`src/hw/rtl/btk_pkg.sv`:
```
// btk_pkg: shared types, op codes and the ordering function for the top-k sorted list
// used by btk_ctrl, btk_dp and bounded_top_k_sorted_list_core
package btk_pkg;

	typedef enum logic [1:0] {
		OP_OFFER = 2'd0,
		OP_DUMP  = 2'd1,
		OP_CLEAR = 2'd2,
		OP_NOP   = 2'd3
	} op_t;

	localparam int ID_W   = 16;
	localparam int REL_W  = 6;
	localparam int RANK_W = 24;
	localparam int POS_W  = 6;
	localparam int CNT_W  = 7;

	typedef struct packed {
		logic [ID_W-1:0]   id;
		logic [REL_W-1:0]  rel;
		logic [RANK_W-1:0] rank;
	} entry_t;

	localparam int ENTRY_W = $bits(entry_t);

	typedef enum logic [2:0] {
		IDX_HOLD,
		IDX_END,
		IDX_ZERO,
		IDX_DEC,
		IDX_INC
	} idx_op_t;

	typedef struct packed {
		logic    capture;
		idx_op_t idx_op;
		logic    rd_en;
		logic    rd_prev;
		logic    wr_en;
		logic    wr_offer;
		logic    set_acc;
		logic    cnt_inc;
		logic    cnt_clear;
		logic    out_load;
		logic    out_entry;
	} cmd_t;

	typedef struct packed {
		op_t  op;
		logic rel_zero;
		logic cnt_zero;
		logic full;
		logic idx_zero;
		logic idx_last;
		logic better;
		logic out_free;
	} status_t;

	// a strictly ahead of b: higher relevance, then lower rank
	function automatic logic is_better(entry_t a, entry_t b);
		logic r;
		if (a.rel != b.rel) begin
			r = (a.rel > b.rel);
		end else begin
			r = (a.rank < b.rank);
		end
		return r;
	endfunction

endpackage

```
`src/hw/rtl/btk_ram.sv`:
```
// btk_ram: generic single-write, single-read ram with registered read data
// no dependencies
module btk_ram #(
	parameter int WIDTH = 46,
	parameter int DEPTH = 50
) (
	input  logic                                  clk,
	input  logic                                  we,
	input  logic [(DEPTH > 1 ? $clog2(DEPTH) : 1)-1:0] waddr,
	input  logic [WIDTH-1:0]                      wdata,
	input  logic                                  re,
	input  logic [(DEPTH > 1 ? $clog2(DEPTH) : 1)-1:0] raddr,
	output logic [WIDTH-1:0]                      rdata
);

	logic [WIDTH-1:0] mem_q [DEPTH];

	always_ff @(posedge clk) begin
		if (we) begin
			mem_q[waddr] <= wdata;
		end
		if (re) begin
			rdata <= mem_q[raddr];
		end
	end

endmodule

```
`src/hw/rtl/btk_dp.sv`:
```
// btk_dp: datapath of the top-k list: entry ram, count, index, offer and result registers
// depends on btk_pkg and btk_ram
module btk_dp
	import btk_pkg::*;
#(
	parameter int LIST_DEPTH = 50
) (
	input  logic              clk,
	input  logic              arst_n,
	input  cmd_t              cmd,
	output status_t           st,
	input  logic [1:0]        op,
	input  logic [ID_W-1:0]   entry_id,
	input  logic [REL_W-1:0]  relevance,
	input  logic [RANK_W-1:0] rank,
	output logic              out_valid,
	input  logic              out_stall,
	output logic              kind,
	output logic              accepted,
	output logic [POS_W-1:0]  position,
	output logic [CNT_W-1:0]  count,
	output logic              entry_valid,
	output logic [ID_W-1:0]   out_id,
	output logic [REL_W-1:0]  out_relevance,
	output logic [RANK_W-1:0] out_rank,
	output logic              last
);

	localparam int IDX_W = (LIST_DEPTH > 1) ? $clog2(LIST_DEPTH) : 1;
	localparam int LCNT_W = $clog2(LIST_DEPTH + 1);

	op_t               op_q;
	entry_t            offer_q;
	logic [IDX_W-1:0]  idx_q;
	logic [IDX_W-1:0]  pos_q;
	logic              acc_q;
	logic [LCNT_W-1:0] cnt_q;
	logic              out_valid_q;

	logic [IDX_W-1:0]  raddr;
	entry_t            wdata;
	entry_t            rdata;
	logic              full;
	logic              idx_last;

	assign full     = (cnt_q == LCNT_W'(LIST_DEPTH));
	assign idx_last = ((LCNT_W'(idx_q) + LCNT_W'(1)) == cnt_q);
	assign raddr    = cmd.rd_prev ? (idx_q - IDX_W'(1)) : idx_q;
	assign wdata    = cmd.wr_offer ? offer_q : rdata;

	btk_ram #(
		.WIDTH(ENTRY_W),
		.DEPTH(LIST_DEPTH)
	) u_ram (
		.clk  (clk),
		.we   (cmd.wr_en),
		.waddr(idx_q),
		.wdata(wdata),
		.re   (cmd.rd_en),
		.raddr(raddr),
		.rdata(rdata)
	);

	always_comb begin
		st.op       = op_q;
		st.rel_zero = (offer_q.rel == '0);
		st.cnt_zero = (cnt_q == '0);
		st.full     = full;
		st.idx_zero = (idx_q == '0);
		st.idx_last = idx_last;
		st.better   = is_better(offer_q, rdata);
		st.out_free = !out_valid_q || !out_stall;
	end

	// offer beat and scan registers
	always_ff @(posedge clk) begin
		if (cmd.capture) begin
			op_q          <= op_t'(op);
			offer_q.id    <= entry_id;
			offer_q.rel   <= relevance;
			offer_q.rank  <= rank;
			pos_q         <= '0;
		end else if (cmd.set_acc) begin
			pos_q <= idx_q;
		end
		case (cmd.idx_op)
			IDX_END:  idx_q <= full ? IDX_W'(LIST_DEPTH - 1) : cnt_q[IDX_W-1:0];
			IDX_ZERO: idx_q <= '0;
			IDX_DEC:  idx_q <= idx_q - IDX_W'(1);
			IDX_INC:  idx_q <= idx_q + IDX_W'(1);
			default:  idx_q <= idx_q;
		endcase
	end

	always_ff @(posedge clk or negedge arst_n) begin
		if (!arst_n) begin
			cnt_q       <= '0;
			acc_q       <= 1'b0;
			out_valid_q <= 1'b0;
		end else begin
			if (cmd.cnt_clear) begin
				cnt_q <= '0;
			end else if (cmd.cnt_inc && !full) begin
				cnt_q <= cnt_q + LCNT_W'(1);
			end
			if (cmd.capture) begin
				acc_q <= 1'b0;
			end else if (cmd.set_acc) begin
				acc_q <= 1'b1;
			end
			if (cmd.out_load) begin
				out_valid_q <= 1'b1;
			end else if (!out_stall) begin
				out_valid_q <= 1'b0;
			end
		end
	end

	// result register
	always_ff @(posedge clk) begin
		if (cmd.out_load) begin
			count <= CNT_W'(cnt_q);
			if (cmd.out_entry) begin
				kind          <= 1'b1;
				accepted      <= 1'b0;
				position      <= POS_W'(idx_q);
				entry_valid   <= 1'b1;
				out_id        <= rdata.id;
				out_relevance <= rdata.rel;
				out_rank      <= rdata.rank;
				last          <= idx_last;
			end else begin
				kind          <= (op_q == OP_DUMP);
				accepted      <= acc_q;
				position      <= POS_W'(pos_q);
				entry_valid   <= 1'b0;
				out_id        <= '0;
				out_relevance <= '0;
				out_rank      <= '0;
				last          <= 1'b1;
			end
		end
	end

	assign out_valid = out_valid_q;

endmodule

```
`src/hw/rtl/btk_ctrl.sv`:
```
// btk_ctrl: controller state machine of the top-k list, sequences scan, shift and dump
// depends on btk_pkg
module btk_ctrl
	import btk_pkg::*;
(
	input  logic    clk,
	input  logic    arst_n,
	input  logic    in_valid,
	output logic    in_stall,
	input  status_t st,
	output cmd_t    cmd
);

	typedef enum logic [2:0] {
		S_IDLE,
		S_DECODE,
		S_CHKRD,
		S_CHKCMP,
		S_STEP,
		S_CMP,
		S_DRD,
		S_DOUT
	} state_t;

	typedef enum logic {
		A_NONE,
		A_PEND
	} ack_t;

	state_t state_q;
	state_t state_d;
	ack_t   ack_q;
	ack_t   ack_d;

	assign in_stall = (state_q != S_IDLE) || (ack_q == A_PEND);

	always_comb begin
		cmd     = '0;
		cmd.idx_op = IDX_HOLD;
		state_d = state_q;
		ack_d   = ack_q;
		case (state_q)
			S_IDLE: begin
				if (ack_q == A_PEND) begin
					if (st.out_free) begin
						cmd.out_load = 1'b1;
						ack_d        = A_NONE;
					end
				end else if (in_valid) begin
					cmd.capture = 1'b1;
					state_d     = S_DECODE;
				end
			end
			S_DECODE: begin
				case (st.op)
					OP_OFFER: begin
						if (st.rel_zero) begin
							ack_d   = A_PEND;
							state_d = S_IDLE;
						end else begin
							cmd.idx_op = IDX_END;
							state_d    = st.full ? S_CHKRD : S_STEP;
						end
					end
					OP_DUMP: begin
						if (st.cnt_zero) begin
							ack_d   = A_PEND;
							state_d = S_IDLE;
						end else begin
							cmd.idx_op = IDX_ZERO;
							state_d    = S_DRD;
						end
					end
					OP_CLEAR: begin
						cmd.cnt_clear = 1'b1;
						ack_d         = A_PEND;
						state_d       = S_IDLE;
					end
					default: begin
						ack_d   = A_PEND;
						state_d = S_IDLE;
					end
				endcase
			end
			S_CHKRD: begin
				cmd.rd_en = 1'b1;
				state_d   = S_CHKCMP;
			end
			S_CHKCMP: begin
				if (st.better) begin
					state_d = S_STEP;
				end else begin
					ack_d   = A_PEND;
					state_d = S_IDLE;
				end
			end
			S_STEP: begin
				if (st.idx_zero) begin
					cmd.wr_en    = 1'b1;
					cmd.wr_offer = 1'b1;
					cmd.set_acc  = 1'b1;
					cmd.cnt_inc  = 1'b1;
					ack_d        = A_PEND;
					state_d      = S_IDLE;
				end else begin
					cmd.rd_en   = 1'b1;
					cmd.rd_prev = 1'b1;
					state_d     = S_CMP;
				end
			end
			S_CMP: begin
				cmd.wr_en = 1'b1;
				if (st.better) begin
					cmd.idx_op = IDX_DEC;
					state_d    = S_STEP;
				end else begin
					cmd.wr_offer = 1'b1;
					cmd.set_acc  = 1'b1;
					cmd.cnt_inc  = 1'b1;
					ack_d        = A_PEND;
					state_d      = S_IDLE;
				end
			end
			S_DRD: begin
				cmd.rd_en = 1'b1;
				state_d   = S_DOUT;
			end
			S_DOUT: begin
				if (st.out_free) begin
					cmd.out_load  = 1'b1;
					cmd.out_entry = 1'b1;
					if (st.idx_last) begin
						state_d = S_IDLE;
					end else begin
						cmd.idx_op = IDX_INC;
						state_d    = S_DRD;
					end
				end
			end
			default: begin
				state_d = S_IDLE;
			end
		endcase
	end

	always_ff @(posedge clk or negedge arst_n) begin
		if (!arst_n) begin
			state_q <= S_IDLE;
			ack_q   <= A_NONE;
		end else begin
			state_q <= state_d;
			ack_q   <= ack_d;
		end
	end

endmodule

```
`src/hw/rtl/bounded_top_k_sorted_list_core.sv`:
```
// bounded_top_k_sorted_list_core: top level of the bounded top-k sorted list
// depends on btk_pkg, btk_ctrl and btk_dp
//
//  channel | handshake           | fields
//  --------+---------------------+---------------------------------------------------
//  in      | in_valid / in_stall | op, entry_id, relevance, rank
//  out     | out_valid/out_stall | kind, accepted, position, count, entry_valid,
//          |                     | out_id, out_relevance, out_rank, last
//
// one input beat at a time; entries live in a single-port-read ram, one access per cycle
// offer: decode, then a read and compare per entry shifted down, then write the offer
// a full list first reads and compares the last entry; an offer not better is dropped
// dump: read then emit per entry; clear, no-op, ignored offer, empty dump: one result
// out_stall holds the result register and the dump waits on it; in_stall is high while busy
// arst_n empties the list; ram contents need no clearing
module bounded_top_k_sorted_list_core
	import btk_pkg::*;
#(
	parameter int LIST_DEPTH = 50
) (
	input  logic              clk,
	input  logic              arst_n,
	input  logic              in_valid,
	output logic              in_stall,
	input  logic [1:0]        op,
	input  logic [ID_W-1:0]   entry_id,
	input  logic [REL_W-1:0]  relevance,
	input  logic [RANK_W-1:0] rank,
	output logic              out_valid,
	input  logic              out_stall,
	output logic              kind,
	output logic              accepted,
	output logic [POS_W-1:0]  position,
	output logic [CNT_W-1:0]  count,
	output logic              entry_valid,
	output logic [ID_W-1:0]   out_id,
	output logic [REL_W-1:0]  out_relevance,
	output logic [RANK_W-1:0] out_rank,
	output logic              last
);

	cmd_t    cmd;
	status_t st;

	btk_ctrl u_ctrl (
		.clk     (clk),
		.arst_n  (arst_n),
		.in_valid(in_valid),
		.in_stall(in_stall),
		.st      (st),
		.cmd     (cmd)
	);

	btk_dp #(
		.LIST_DEPTH(LIST_DEPTH)
	) u_dp (
		.clk          (clk),
		.arst_n       (arst_n),
		.cmd          (cmd),
		.st           (st),
		.op           (op),
		.entry_id     (entry_id),
		.relevance    (relevance),
		.rank         (rank),
		.out_valid    (out_valid),
		.out_stall    (out_stall),
		.kind         (kind),
		.accepted     (accepted),
		.position     (position),
		.count        (count),
		.entry_valid  (entry_valid),
		.out_id       (out_id),
		.out_relevance(out_relevance),
		.out_rank     (out_rank),
		.last         (last)
	);

endmodule
```
`config.mk`:
```
export PLATFORM = sky130hd
export DESIGN_NAME = bounded_top_k_sorted_list_core
export DESIGN_NICKNAME = d
export VERILOG_FILES = /design/src/hw/rtl/btk_pkg.sv /design/src/hw/rtl/btk_ram.sv /design/src/hw/rtl/btk_dp.sv /design/src/hw/rtl/btk_ctrl.sv /design/src/hw/rtl/bounded_top_k_sorted_list_core.sv
export SDC_FILE = /design/constraint.sdc
export NUM_CORES = 2
export LEC_CHECK = 0
export BUFFER_PORTS_ARGS = -buffer_cell sky130_fd_sc_hd__buf_2
export CAP_MARGIN = 10
export CORE_MARGIN = 2
export CORE_UTILIZATION = 33
export CTS_CLUSTER_DIAMETER = 60
export DETAILED_ROUTE_END_ITERATION = 7
export RECOVER_POWER = 25
export SYNTH_ARGS = -nofsm -noshare
export SYNTH_HDL_FRONTEND = slang
export SYNTH_HIERARCHICAL = 1
export SYNTH_SLANG_ARGS = --single-unit
```
`constraint.sdc`:
```
create_clock -name clk -period 6.5 [get_ports clk]
set_clock_uncertainty 0.2 [all_clocks]
set_input_delay 1.3 -clock clk [delete_from_list [all_inputs] [get_ports clk]]
set_output_delay 1.3 -clock clk [all_outputs]
set_load 0.1 [all_outputs]
```
==> flow_summary.json <==
{
  "p_int_mw": 28.4,
  "p_leak_nw": 35.0,
  "cts_buffers": 235,
  "final-hold-violation-count": 0,
  "hold_slack_ps": 205,
  "ff2ff_path_depth": 7,
  "ctsRootBufferMaster": "clkbuf_16",
  "status": "complete, but fails checks",
  "switchingPower_mw": 11.3,
  "route.vias.total": 50900,
  "cts_resized": 0,
  "violations": "max-capacitance violations, max-slew violations",
  "post-route-period-util": 0.909,
  "grt_overflow_total": 0,
  "grt_pass1_wl_mm": 391,
  "most-common-layout-cells": "2462 x edfxtp_1, 384 x mux2i_1, 373 x mux4_2",
  "wl_met1_mm": 113,
  "synth-seq-cells": 2480,
  "grt_usage": 0.185,
  "power_mw": 39.7,
  "yosysUniqueCellTypes": 75,
  "postRouteAntennaNets": 0,
  "layout-drive-gt1-share": 0.204,
  "dp_hpwl_mm": 159,
  "ios": 117,
  "crit_path_end_kind": "register",
  "max_freq_mhz": 169,
  "cts_tree": "yes",
  "dr.first_iter.drc_count": 7226,
  "finalSetupTns_ps": 0,
  "sw_frac_of_total": 0.285,
  "irDropWorstVdd_v": 0.000425,
  "tightest_slew_ps": 3350,
  "crit_path_start_kind": "register",
  "dr.pass1.iters": 6,
  "register_area_um2": 74400,
  "clock_path_buffers": 3,
  "rows": 198,
  "syn-instance-count": 4871,
  "numClockSinks": 2480,
  "initial_core_util": 0.332,
  "grt_start_max_net_pins": 88,
  "multi_input_area_um2": 21000,
  "clkTransAtPathRegs_ps": 60,
  "utilization": 0.378,
  "layout_commonest_cell": "edfxtp_1",
  "grt_pass1_vias": 49600,
  "gp_congestion": 0.811,
  "cts_htree_levels": 4,
  "postCtsSetupRepairBufs": 0,
  "vias_per_cell": 5.49,
  "synth-edff-count": 2462,
  "rrSetupSlack_ps": 590,
  "antenna_found_initial": 16,
  "rsz0062_at_grt": "no",
  "report.final.slew_viol_count": 1159,
  "setup_viol": 0,
  "dieArea_um2": 297000,
  "crit_fanout": 24,
  "p_comb_frac": 0.193,
  "ys.flop_type": "edfxtp_1",
  "area_growth_pct": 13.9,
  "postCtsHoldBufs": 0,
  "powerDensity_nw_per_um2": 361,
  "met2_length_mm": 133,
  "reg2reg_from": "u_dp/idx_q[4]$_DFFE_PP_",
  "syn_area_um2": 96700,
  "fin_crit_ps": 5910,
  "dieHeight_um": 545,
  "r2r_end": "u_dp/u_ram/mem_q[45][44]$_DFFE_PP_",
  "worstPathArrival_ps": 6110,
  "p_clk_frac": 0.330,
  "drc": 0,
  "synth_seq_area_share": 0.769,
  "synth_fp_nets": 4958,
  "drv_cap": 56,
  "required_ps": 6710,
  "seqPwrFrac": 0.476,
  "clk_latency_ps": 900,
  "critical_path_class": "reg -> reg",
  "numPortBuffers": 115,
  "nets": 5252,
  "hold_path.class": "in -> async",
  "wl_met3_mm": 25.9,
  "synth-warning-count": 6,
  "synthArstFlopShare": 0.00484,
  "highest_layer": "met5",
  "routedWlPerCell_um": 30.3,
  "coreArea_um2": 291000,
  "die_w_um": 545,
  "max-slew-margin-rel": -1.24,
  "avgSynthCellArea_um2": 19.8,
  "finalWirelength_mm": 281,
  "fillerInstances": 26400
}
-- layer usage --
metal | global-route usage | up-vias
li1 | - | 20500
met1 | 0.257 | 27300
met2 | 0.297 | 2688
met3 | 0.0304 | 429
met4 | 0.0570 | 10
met5 | 0 | -
-- worst max-delay path: stages, from the launching register on --
cell and delay (ps):
edfxtp_1 610, nor3_1 380, and3b_1 230, nor2_1 60, nor2_1 430, nand3_1 410
nor2_1 720, clkbuf_1 2330
-- cell type report --
class                   count  share of cell area
clock inverters           138              0.0101
inverters                  42             0.00145
clock buffers             296              0.0559
well taps                3900              0.0443
flip-flops and latches   2480               0.675
repair buffers            338              0.0223
multi-input cells        2068               0.190
diodes                      8            0.000182
-- cell usage after synthesis (6+ instances only) --
master	n	share of area
o2111ai_1	13	0.0012
inv_1	41	0.0016
o22ai_1	164	0.011
a221oi_1	30	0.0027
buf_6	32	0.0037
and3_1	16	0.0010
dfrtp_1	12	0.0031
a211o_1	19	0.0017
a222oi_1	13	0.0013
or2_2	7	0.00045
mux4_2	373	0.087
and2_1	62	0.0040
edfxtp_1	2462	0.76
buf_2	52	0.0027
buf_1	11	0.00043
o31ai_1	13	0.0010
nand4_1	7	0.00045
a21oi_1	61	0.0032
nor3_1	38	0.0020
xor2_1	10	0.00091
mux2_2	100	0.012
buf_4	53	0.0041
o21ai_0	49	0.0025
a32oi_1	14	0.0013
nand2b_1	18	0.0012
o32ai_1	13	0.0012
dfxtp_1	6	0.0012
mux2i_1	384	0.040
mux2_1	12	0.0014
o211ai_1	32	0.0025
nor2b_1	16	0.0010
nor2_1	129	0.0050
nand3_1	22	0.0011
ha_1	35	0.0045
a41oi_1	13	0.0012
a22oi_1	40	0.0031
nand2_1	304	0.012
xnor2_1	10	0.00091
clkbuf_1	128	0.0050
-- logic make-up (layout without fill, tap and decap cells) --
kind of cell	after synthesis	count (layout)	share of synthesized area
and+or+nand+nor	643	643	0.0302
adders and majority gates	35	35	0.00453
AOI/OAI and AO/OA	498	498	0.0356
buffers and inverters	323	814	0.0184
muxes	870	870	0.140
DFF	2480	2480	0.769
xor gates and xnor gates	21	21	0.00205
other	1	9	0.0000388
-- power groups by stage --
stage | sequential [mW] | combinational, mW | clock, mW
after floorplan | 20.0 | 4.51 | 0
after global placement | 19.2 | 7.64 | 0
after detailed placement | 19.2 | 7.74 | 0
after CTS | 18.9 | 7.75 | 13.3
after global routing | 18.9 | 8.08 | 13.9
final | 18.9 | 7.68 | 13.1
-- registers in the layout, indices dropped and copies added, names as in the netlist --
register,count
u_ctrl/ack_q,1
u_ctrl/state_q,3
u_dp/acc_q,1
u_dp/accepted,1
u_dp/cnt_q,6
u_dp/count,6
u_dp/entry_valid,1
u_dp/idx_q,6
u_dp/kind,1
u_dp/last,1
u_dp/offer_q,46
u_dp/op_q,2
u_dp/out_id,16
u_dp/out_rank,24
u_dp/out_relevance,6
u_dp/out_valid,1
u_dp/pos_q,6
u_dp/position,6
u_dp/u_ram/mem_q,2300
u_dp/u_ram/rdata,46
-- per-stage QoR --
stage	instance area, µm²	instances	worst slack [ps]
detailed placement	103000	8825	898
finish	110000	9270	595
global route	110000	9264	432
global placement	103000	8824	1010
floorplan	96700	4871	804
CTS	111000	9259	826
-- how the worst max path moves through the flow --
stage,start,endpoint,slack [ps]
6_report,u_dp/idx_q[4]$_DFFE_PP_,u_dp/u_ram/mem_q[45][44]$_DFFE_PP_,590
3_3_place_gp,u_dp/idx_q[1]$_DFFE_PP_,u_dp/u_ram/rdata[1]$_DFFE_PP_,1010
5_1_grt,u_dp/idx_q[4]$_DFFE_PP_,u_dp/u_ram/mem_q[45][44]$_DFFE_PP_,430
2_1_floorplan,u_dp/idx_q[3]$_DFFE_PP_,u_dp/u_ram/mem_q[16][0]$_DFFE_PP_,800
4_1_cts,u_dp/idx_q[4]$_DFFE_PP_,u_dp/u_ram/rdata[1]$_DFFE_PP_,830
3_5_place_dp,u_dp/idx_q[4]$_DFFE_PP_,u_dp/u_ram/rdata[1]$_DFFE_PP_,900
(Power assumes the default switching activity.)
